### src/design/plvp_pkg.sv
// ----------------------------------------------------------------------------
// plvp_pkg: shared types and constants of the posting list VLQ parser
// Parser phases, list kinds, result kind codes, configuration register
// indexes and the configuration bundle passed to the parser core.
// ----------------------------------------------------------------------------
package plvp_pkg;

	localparam int BYTE_BITS      = 8;
	localparam int KIND_BITS      = 3;
	localparam int CFG_INDEX_BITS = 3;
	localparam int CFG_DATA_BITS  = 8;
	localparam int GROUP_BITS     = 7;

	localparam logic [KIND_BITS-1:0] KIND_INDEX = 3'd0;
	localparam logic [KIND_BITS-1:0] KIND_OCC   = 3'd1;
	localparam logic [KIND_BITS-1:0] KIND_RANK  = 3'd2;
	localparam logic [KIND_BITS-1:0] KIND_META  = 3'd3;
	localparam logic [KIND_BITS-1:0] KIND_POS   = 3'd4;
	localparam logic [KIND_BITS-1:0] KIND_END   = 3'd5;

	localparam logic [CFG_INDEX_BITS-1:0] CFG_STOP     = 3'd0;
	localparam logic [CFG_INDEX_BITS-1:0] CFG_CONTINUE = 3'd1;
	localparam logic [CFG_INDEX_BITS-1:0] CFG_META     = 3'd2;
	localparam logic [CFG_INDEX_BITS-1:0] CFG_POS      = 3'd3;
	localparam logic [CFG_INDEX_BITS-1:0] CFG_POS_EN   = 3'd4;

	localparam logic [BYTE_BITS-1:0] RST_STOP     = 8'd0;
	localparam logic [BYTE_BITS-1:0] RST_CONTINUE = 8'd1;
	localparam logic [BYTE_BITS-1:0] RST_META     = 8'd2;
	localparam logic [BYTE_BITS-1:0] RST_POS      = 8'd3;

	typedef enum logic [2:0] {
		PH_INDEX  = 3'd0,
		PH_OCC    = 3'd1,
		PH_RANK   = 3'd2,
		PH_MARKER = 3'd3,
		PH_LIST   = 3'd4,
		PH_DONE   = 3'd5
	} phase_t;

	typedef enum logic [1:0] {
		LK_META = 2'd0,
		LK_POS  = 2'd1,
		LK_SKIP = 2'd2
	} list_kind_t;

	typedef struct packed {
		logic [BYTE_BITS-1:0] stop_code;
		logic [BYTE_BITS-1:0] continue_code;
		logic [BYTE_BITS-1:0] meta_list_code;
		logic [BYTE_BITS-1:0] pos_list_code;
		logic                 pos_enable;
	} cfg_t;

endpackage

### src/design/plvp_cfg.sv
// ----------------------------------------------------------------------------
// plvp_cfg: configuration registers
// Holds the marker codes and the position list enable, written through a
// plain write port.
// ----------------------------------------------------------------------------
module plvp_cfg (
	input  logic                                clk,
	input  logic                                arst_n,
	input  logic                                cfg_we,
	input  logic [plvp_pkg::CFG_INDEX_BITS-1:0] cfg_index,
	input  logic [plvp_pkg::CFG_DATA_BITS-1:0]  cfg_data,
	output plvp_pkg::cfg_t                      cfg
);
	import plvp_pkg::*;

	cfg_t cfg_q;

	always_ff @(posedge clk or negedge arst_n) begin
		if (!arst_n) begin
			cfg_q.stop_code      <= RST_STOP;
			cfg_q.continue_code  <= RST_CONTINUE;
			cfg_q.meta_list_code <= RST_META;
			cfg_q.pos_list_code  <= RST_POS;
			cfg_q.pos_enable     <= 1'b1;
		end else if (cfg_we) begin
			case (cfg_index)
				CFG_STOP:     cfg_q.stop_code      <= cfg_data;
				CFG_CONTINUE: cfg_q.continue_code  <= cfg_data;
				CFG_META:     cfg_q.meta_list_code <= cfg_data;
				CFG_POS:      cfg_q.pos_list_code  <= cfg_data;
				CFG_POS_EN:   cfg_q.pos_enable     <= cfg_data[0];
				default: begin
				end
			endcase
		end
	end

	assign cfg = cfg_q;

endmodule

### src/design/plvp_in.sv
// ----------------------------------------------------------------------------
// plvp_in: input stage
// Registers one accepted input beat and keeps it until the parser core
// consumes it.
// ----------------------------------------------------------------------------
module plvp_in (
	input  logic                           clk,
	input  logic                           arst_n,
	input  logic                           in_valid,
	output logic                           in_ready,
	input  logic [plvp_pkg::BYTE_BITS-1:0] data_byte,
	input  logic                           list_start,
	input  logic                           advance,
	output logic                           valid_s1,
	output logic [plvp_pkg::BYTE_BITS-1:0] byte_s1,
	output logic                           start_s1
);
	import plvp_pkg::*;

	logic accept;

	assign in_ready = !valid_s1 || advance;
	assign accept   = in_valid && in_ready;

	always_ff @(posedge clk or negedge arst_n) begin
		if (!arst_n) begin
			valid_s1 <= 1'b0;
		end else if (accept) begin
			valid_s1 <= 1'b1;
		end else if (advance) begin
			valid_s1 <= 1'b0;
		end
	end

	always_ff @(posedge clk) begin
		if (accept) begin
			byte_s1  <= data_byte;
			start_s1 <= list_start;
		end
	end

endmodule

### src/design/plvp_core.sv
// ----------------------------------------------------------------------------
// plvp_core: parser state and result register
// Applies one byte to the parser state and loads the
// result, if the byte completes one, into the output register.
// ----------------------------------------------------------------------------
module plvp_core #(
	parameter int VALUE_BITS = 32,
	parameter int COUNT_BITS = 16
) (
	input  logic                           clk,
	input  logic                           arst_n,
	input  plvp_pkg::cfg_t                 cfg,
	input  logic                           valid_s1,
	input  logic [plvp_pkg::BYTE_BITS-1:0] byte_s1,
	input  logic                           start_s1,
	output logic                           advance,
	output logic                           out_valid,
	input  logic                           out_ready,
	output logic [plvp_pkg::KIND_BITS-1:0] kind,
	output logic [VALUE_BITS-1:0]          value,
	output logic [COUNT_BITS-1:0]          entry_count,
	output logic                           list_end,
	output logic                           overflow
);
	import plvp_pkg::*;

	phase_t                  phase_q, ph, phase_n;
	list_kind_t              lk_q, lk, lk_n;
	logic [VALUE_BITS-1:0]   acc_q, acc, acc_n, g_acc;
	logic                    ovf_q, ovf, ovf_n, g_ovf;
	logic                    started_q, started, started_n;
	logic [COUNT_BITS-1:0]   ent_q, ent, ent_n;
	logic [VALUE_BITS+GROUP_BITS-1:0] shifted;
	logic                    g_done, is_stop, is_cont, is_meta, is_pos;

	logic                    res_v, res_end, res_ovf;
	logic [KIND_BITS-1:0]    res_kind;
	logic [VALUE_BITS-1:0]   res_value;

	logic                    out_valid_s2;
	logic [KIND_BITS-1:0]    kind_s2;
	logic [VALUE_BITS-1:0]   value_s2;
	logic [COUNT_BITS-1:0]   count_s2;
	logic                    end_s2, ovf_s2;

	assign advance = valid_s1 && (!out_valid_s2 || out_ready);

	assign ph      = start_s1 ? PH_INDEX : phase_q;
	assign lk      = start_s1 ? LK_META : lk_q;
	assign acc     = start_s1 ? '0 : acc_q;
	assign ovf     = start_s1 ? 1'b0 : ovf_q;
	assign started = start_s1 ? 1'b0 : started_q;
	assign ent     = start_s1 ? '0 : ent_q;

	assign is_stop = byte_s1 == cfg.stop_code;
	assign is_cont = byte_s1 == cfg.continue_code;
	assign is_meta = byte_s1 == cfg.meta_list_code;
	assign is_pos  = (byte_s1 == cfg.pos_list_code) && cfg.pos_enable;
	assign g_done  = !byte_s1[BYTE_BITS-1];
	assign shifted = {acc, byte_s1[GROUP_BITS-1:0]};

	always_comb begin
		g_acc = acc;
		g_ovf = ovf;
		if (!ovf) begin
			if (acc[VALUE_BITS-1 -: GROUP_BITS] != '0) begin
				g_acc = '1;
				g_ovf = 1'b1;
			end else begin
				g_acc = shifted[VALUE_BITS-1:0];
			end
		end
	end

	always_comb begin
		phase_n = ph;
		case (ph)
			PH_INDEX:  if (g_done) phase_n = PH_OCC;
			PH_OCC:    if (g_done) phase_n = PH_RANK;
			PH_RANK:   if (g_done) phase_n = PH_MARKER;
			PH_MARKER: begin
				if (is_stop) phase_n = PH_DONE;
				else if (is_cont) phase_n = PH_INDEX;
				else phase_n = PH_LIST;
			end
			PH_LIST:   if (!started && is_stop) phase_n = PH_MARKER;
			PH_DONE:   phase_n = PH_DONE;
			default:   phase_n = PH_INDEX;
		endcase
	end

	always_comb begin
		acc_n     = acc;
		ovf_n     = ovf;
		started_n = started;
		lk_n      = lk;
		ent_n     = ent;
		res_v     = 1'b0;
		res_kind  = KIND_INDEX;
		res_value = g_acc;
		res_end   = 1'b0;
		res_ovf   = g_ovf;
		case (ph)
			PH_INDEX, PH_OCC, PH_RANK: begin
				if (ph == PH_INDEX && !started && !(&ent)) begin
					ent_n = ent + {{(COUNT_BITS-1){1'b0}}, 1'b1};
				end
				if (g_done) begin
					res_v     = 1'b1;
					res_kind  = (ph == PH_INDEX) ? KIND_INDEX :
						(ph == PH_OCC) ? KIND_OCC : KIND_RANK;
					acc_n     = '0;
					ovf_n     = 1'b0;
					started_n = 1'b0;
				end else begin
					acc_n     = g_acc;
					ovf_n     = g_ovf;
					started_n = 1'b1;
				end
			end
			PH_MARKER: begin
				res_value = '0;
				res_ovf   = 1'b0;
				res_kind  = KIND_END;
				if (is_stop) begin
					res_v   = 1'b1;
					res_end = 1'b1;
				end else if (is_cont) begin
					res_v = 1'b1;
				end else begin
					if (is_meta) lk_n = LK_META;
					else if (is_pos) lk_n = LK_POS;
					else lk_n = LK_SKIP;
					acc_n     = '0;
					ovf_n     = 1'b0;
					started_n = 1'b0;
				end
			end
			PH_LIST: begin
				if (started || !is_stop) begin
					if (g_done) begin
						res_v     = (lk == LK_META) || (lk == LK_POS);
						res_kind  = (lk == LK_META) ? KIND_META : KIND_POS;
						acc_n     = '0;
						ovf_n     = 1'b0;
						started_n = 1'b0;
					end else begin
						acc_n     = g_acc;
						ovf_n     = g_ovf;
						started_n = 1'b1;
					end
				end
			end
			default: begin
			end
		endcase
	end

	always_ff @(posedge clk or negedge arst_n) begin
		if (!arst_n) begin
			phase_q   <= PH_INDEX;
			lk_q      <= LK_META;
			acc_q     <= '0;
			ovf_q     <= 1'b0;
			started_q <= 1'b0;
			ent_q     <= '0;
		end else if (advance) begin
			phase_q   <= phase_n;
			lk_q      <= lk_n;
			acc_q     <= acc_n;
			ovf_q     <= ovf_n;
			started_q <= started_n;
			ent_q     <= ent_n;
		end
	end

	always_ff @(posedge clk or negedge arst_n) begin
		if (!arst_n) begin
			out_valid_s2 <= 1'b0;
		end else if (advance) begin
			out_valid_s2 <= res_v;
		end else if (out_ready) begin
			out_valid_s2 <= 1'b0;
		end
	end

	always_ff @(posedge clk) begin
		if (advance && res_v) begin
			kind_s2  <= res_kind;
			value_s2 <= res_value;
			count_s2 <= ent_n;
			end_s2   <= res_end;
			ovf_s2   <= res_ovf;
		end
	end

	assign out_valid   = out_valid_s2;
	assign kind        = kind_s2;
	assign value       = value_s2;
	assign entry_count = count_s2;
	assign list_end    = end_s2;
	assign overflow    = ovf_s2;

endmodule

### src/design/posting_list_vlq_parser.sv
// ----------------------------------------------------------------------------
// posting_list_vlq_parser: VLQ posting list decoder
// A byte is registered in the input stage, its result in the output register.
// Throughput: one byte per cycle while each result is accepted.
// While a result waits unaccepted the parser holds, and the input register
// takes at most one more byte beat.
// Reset clears the parser state and loads the default marker codes.
// ----------------------------------------------------------------------------
module posting_list_vlq_parser #(
	parameter int VALUE_BITS = 32,
	parameter int COUNT_BITS = 16
) (
	input  logic                                clk,
	input  logic                                arst_n,
	input  logic                                cfg_we,
	input  logic [plvp_pkg::CFG_INDEX_BITS-1:0] cfg_index,
	input  logic [plvp_pkg::CFG_DATA_BITS-1:0]  cfg_data,
	input  logic                                in_valid,
	output logic                                in_ready,
	input  logic [plvp_pkg::BYTE_BITS-1:0]      data_byte,
	input  logic                                list_start,
	output logic                                out_valid,
	input  logic                                out_ready,
	output logic [plvp_pkg::KIND_BITS-1:0]      kind,
	output logic [VALUE_BITS-1:0]               value,
	output logic [COUNT_BITS-1:0]               entry_count,
	output logic                                list_end,
	output logic                                overflow
);
	import plvp_pkg::*;

	cfg_t                 cfg;
	logic                 advance;
	logic                 valid_s1;
	logic [BYTE_BITS-1:0] byte_s1;
	logic                 start_s1;

	plvp_cfg u_cfg (
		.clk       (clk),
		.arst_n    (arst_n),
		.cfg_we    (cfg_we),
		.cfg_index (cfg_index),
		.cfg_data  (cfg_data),
		.cfg       (cfg)
	);

	plvp_in u_in (
		.clk        (clk),
		.arst_n     (arst_n),
		.in_valid   (in_valid),
		.in_ready   (in_ready),
		.data_byte  (data_byte),
		.list_start (list_start),
		.advance    (advance),
		.valid_s1   (valid_s1),
		.byte_s1    (byte_s1),
		.start_s1   (start_s1)
	);

	plvp_core #(
		.VALUE_BITS (VALUE_BITS),
		.COUNT_BITS (COUNT_BITS)
	) u_core (
		.clk         (clk),
		.arst_n      (arst_n),
		.cfg         (cfg),
		.valid_s1    (valid_s1),
		.byte_s1     (byte_s1),
		.start_s1    (start_s1),
		.advance     (advance),
		.out_valid   (out_valid),
		.out_ready   (out_ready),
		.kind        (kind),
		.value       (value),
		.entry_count (entry_count),
		.list_end    (list_end),
		.overflow    (overflow)
	);

endmodule
### config.mk
export PLATFORM = sky130hd
export DESIGN_NAME = posting_list_vlq_parser
export DESIGN_NICKNAME = d
export VERILOG_FILES = /design/src/design/plvp_pkg.sv /design/src/design/plvp_cfg.sv /design/src/design/plvp_in.sv /design/src/design/plvp_core.sv /design/src/design/posting_list_vlq_parser.sv
export SDC_FILE = /design/constraint.sdc
export NUM_CORES = 1
export LEC_CHECK = 0
export CORE_ASPECT_RATIO = 1.25
export CORE_UTILIZATION = 55
export DETAILED_ROUTE_END_ITERATION = 10
export DONT_BUFFER_PORTS = 1
export PLACE_DENSITY = 0.68
export SETUP_SLACK_MARGIN = 0.15
export SLEW_MARGIN = 20
export SYNTH_ARGS = -nofsm -noshare
export SYNTH_HDL_FRONTEND = slang
export SYNTH_HIERARCHICAL = 1
export SYNTH_SLANG_ARGS = --single-unit
### constraint.sdc
create_clock -name clk -period 6.4 [get_ports clk]
set_input_delay 0.64 -clock clk [delete_from_list [all_inputs] [get_ports clk]]
set_output_delay 0.64 -clock clk [all_outputs]
set_load 0.02 [all_outputs]
==> results.cfg <==
[timing]
setup_tns_ps = 0
finalWorstSetupSlack_ps = 3210
finalSetupViolCount = 0
period_share_pct = 49.8
max_slew_margin_pct = 25.2
finClkSkew_ps = 8.54
hold_viol_final = 0
tightest_slew_ps = 1120
rsz0062_at_grt = no
slew_violations = 0
fmax_mhz = 314
period_needed_ps = 3190

[worst_setup_path]
critical_path.max_fanout = 31
endpoint_kind = flip-flop
arrival_ps = 3260
crit_buf_inv = 1
reg2regPathDepth = 6
cp_data_required_time_ps = 6480
slowest_stage = edfxtp_1
start_kind = flip-flop
critPathTopFamily = compound AO/OA/AOI/OAI gates
cpPeakStageDelay_ps = 660
crit_chain = xor2_1, nor4_1, and2_1, o21a_1, a221o_2, buf_4
crit_start = u_in/byte_s1[7]$_DFFE_PP_
cp.depth = 6
r2r-start = u_in/byte_s1[7]$_DFFE_PP_
path_class = flip-flop to flip-flop

[routing]
drt-pass1-iter-count = 5
wl_mm = 15.3
drtIter0Drc = 242
vias = 5015
viasPerCell = 6.01
ant_nets = 0
drc = 0
routedWlPerCell_um = 18.4

[placed_design]
post-place-ws_ps = 3110
io_buffers = 0
gp_congestion = 0.817
hpwl_mm = 10.2

[synth]
synth.distinct_cells = 60
synth_top_family_by_area = simple AND/OR/NAND/NOR gates
synthFlopType = dfrtp_1
postSynthCellCount = 669
synth-xor-area-share_pct = 5.61
synth-compound-area-share_pct = 11.5
synth_simple_gate_area_share_pct = 16.1
synthAdderAreaFrac_pct = 0.170
ys_ff_latch = 152
yosys-mux-area-fraction_pct = 6.73
synthesis.area_mm2 = 0.00734
async_flop_share_pct = 59.2
synth_edf_count = 62
avgSynthCellArea_um2 = 11.0
synth_warnings = 6
syn_nets = 695
yosysSeqAreaShare_pct = 56.1

[floorplan]
die_y_um = 131
rows = 46
die_w_um = 105
core-area_mm2 = 0.0128
io_pins = 80
start_util_pct = 57.2
fp.dieArea_mm2 = 0.0138

[power]
combPwrFrac_pct = 27.4
p_leak_nw = 3.04
internal_power_w = 0.00232
ir_drop_uv = 203
total_power_w = 0.00371
pwr-share-seq_pct = 46.4
p_sw_w = 0.00138
p_clk_share_pct = 26.1
swShare_pct = 37.3
power.density_mw_per_mm2 = 463

[clock_network]
clock-sinks = 152
cts_tree = yes
h-tree-depth = 4
cts_setup_buffers = 0
clockBufferDepth = 2
path_clk_slew_ps = 60
cts-resized-gates = 0
cts_root_buf = clkbuf_16
insertion_delay_ps = 420
cts_buffers = 17

[global_route]
antenna_found_initial = 0
grt_overflow_total = 0
track_usage_pct = 23.2
grt_pass1_wl_mm = 25.1
first_global_vias = 5016
grt_max_degree = 86

[cells_and_area]
fillers = 989
drive_gt1_share_pct = 14.3
multi_input_area_mm2 = 0.00295
syn2layout_area_growth_pct = 9.08
ff_latch_area_mm2 = 0.00412
nets = 679
n_antenna_cell = 0

[hold_path]
hold_class = primary input to async pin

[run]
drv_cap = 0

[run_status]
run_status = complete, no violations
-- power groups by stage --
stage / logic [W] / clock network, W / registers (W)
floorplan: 0.000858 / 0 / 0.00162
global placement: 0.000960 / 0 / 0.00172
detailed placement: 0.000991 / 0 / 0.00174
CTS: 0.00101 / 0.000985 / 0.00172
global route: 0.00114 / 0.00103 / 0.00176
finish: 0.00102 / 0.000969 / 0.00172
-- placed cells by master (no fill, tap or decap), types with 3 or more instances in the layout --
cell type,count
a211oi_1,7
a21oi_1,41
a22o_1,4
and3_1,3
buf_4,7
clkbuf_1,3
clkbuf_16,17
clkinvlp_4,5
dfrtp_1,85
dfstp_2,5
edfxtp_1,62
inv_1,19
mux2_2,35
mux2i_1,10
nand2_1,40
nand2b_1,14
nand3_1,6
nand4_1,5
nand4b_1,4
nor2_1,99
nor2b_1,6
nor3_1,25
nor4_1,8
nor4bb_1,3
o211ai_1,5
o21ai_0,28
o21bai_1,3
o221ai_1,7
o22ai_1,13
o2bb2ai_1,7
or3_1,3
xnor2_1,31
xor2_1,16
-- routing by layer --
layer  vias to the layer above  track usage [%]  wire [µm]
li1                       2359                -          -
met1                      2453             29.3       6380
met2                       173             37.9       7840
met3                        30             6.15        761
met4                         0             9.23        323
met5                         -                0          0
-- registers in the layout, indices dropped and copies added (netlist names) --
name                flops
u_cfg/cfg              33
u_core/acc_q           32
u_core/ent_q           16
u_core/entry_count     16
u_core/kind             3
u_core/list_end         1
u_core/lk_q             2
u_core/out_valid        1
u_core/overflow         1
u_core/ovf_q            1
u_core/phase_q          3
u_core/started_q        1
u_core/value           32
u_in/byte_s1            8
u_in/start_s1           1
u_in/valid_s1           1
-- synthesized netlist by cell type, drive strengths merged (4+ instances only) --
master   number  area share (%)
o21ai        29             2.0
nand4         5            0.43
o22ai        14             1.3
edfxtp       62              25
nor2b         6            0.51
xor2         16             1.9
a21oi        43             3.0
dfrtp        85              29
xnor2        31             3.7
nand4b        5            0.80
o211ai        5            0.51
a211oi        7            0.72
a22o          4            0.48
nand2        41             2.1
o2bb2ai       7            0.84
nor4         10             1.1
inv          19            0.97
dfstp         5             1.8
buf          18             1.5
nor2         99             5.1
nand3         6            0.41
nor3         26             1.8
clkbuf       25             1.3
mux2i        10             1.4
mux2         35             5.4
o221ai        7            0.84
nand2b       15             1.4
-- cell families (layout without fill, tap and decap cells) --
| kind of cell | after synthesis | in the layout |
|---|---|---|
| and+or+nand+nor | 232 | 232 |
| xor gates and xnor gates | 47 | 47 |
| muxes | 45 | 45 |
| DFF | 152 | 152 |
| AOI/OAI and AO/OA | 130 | 130 |
| buffers and inverters | 62 | 59 |
| adders and majority gates | 1 | 1 |
-- metrics by stage --
stage / instances / util (%) / area (µm²) / hold WS (ps)
after floorplan: 669 / - / 7340 / 344
after global placement: 801 / 57.7 / 7400 / 348
after detailed placement: 801 / 57.7 / 7400 / 349
after CTS: 834 / 62.4 / 8010 / 47.9
after global routing: 834 / 62.4 / 8010 / 41.1
final: 834 / 62.4 / 8010 / 63.0
-- final cells by class --
cell class,instances,share of cell area [%]
flip-flops and latches,152,51.5
clock inverters,11,1.56
repair buffers,8,1.00
inverters,19,0.891
well taps,168,2.63
clock buffers,21,5.63
multi-input cells,455,36.8
-- final timing paths --
path | slack [ps] | endpoint
max | 3210 | u_core/entry_count[6]$_DFFE_PP_
min | 60 | u_cfg/cfg[0]$_DFFE_PN1P_
max reg2reg | 3210 | u_core/entry_count[6]$_DFFE_PP_
min reg2reg | 530 | u_cfg/cfg[4]$_DFFE_PN0P_
max in group asynchronous | 5920 | u_core/ent_q[13]$_DFFE_PN0P_
min in group clk | 320 | u_in/byte_s1[0]$_DFFE_PP_
-- timing repair --
item | in CTS | in global routing
hold buffers | 1 | 0
endpoints found under the hold margin | 85 | 0
setup endpoints to repair | 0 | 0
No activity file was read; power rests on OpenSTA's default activity.
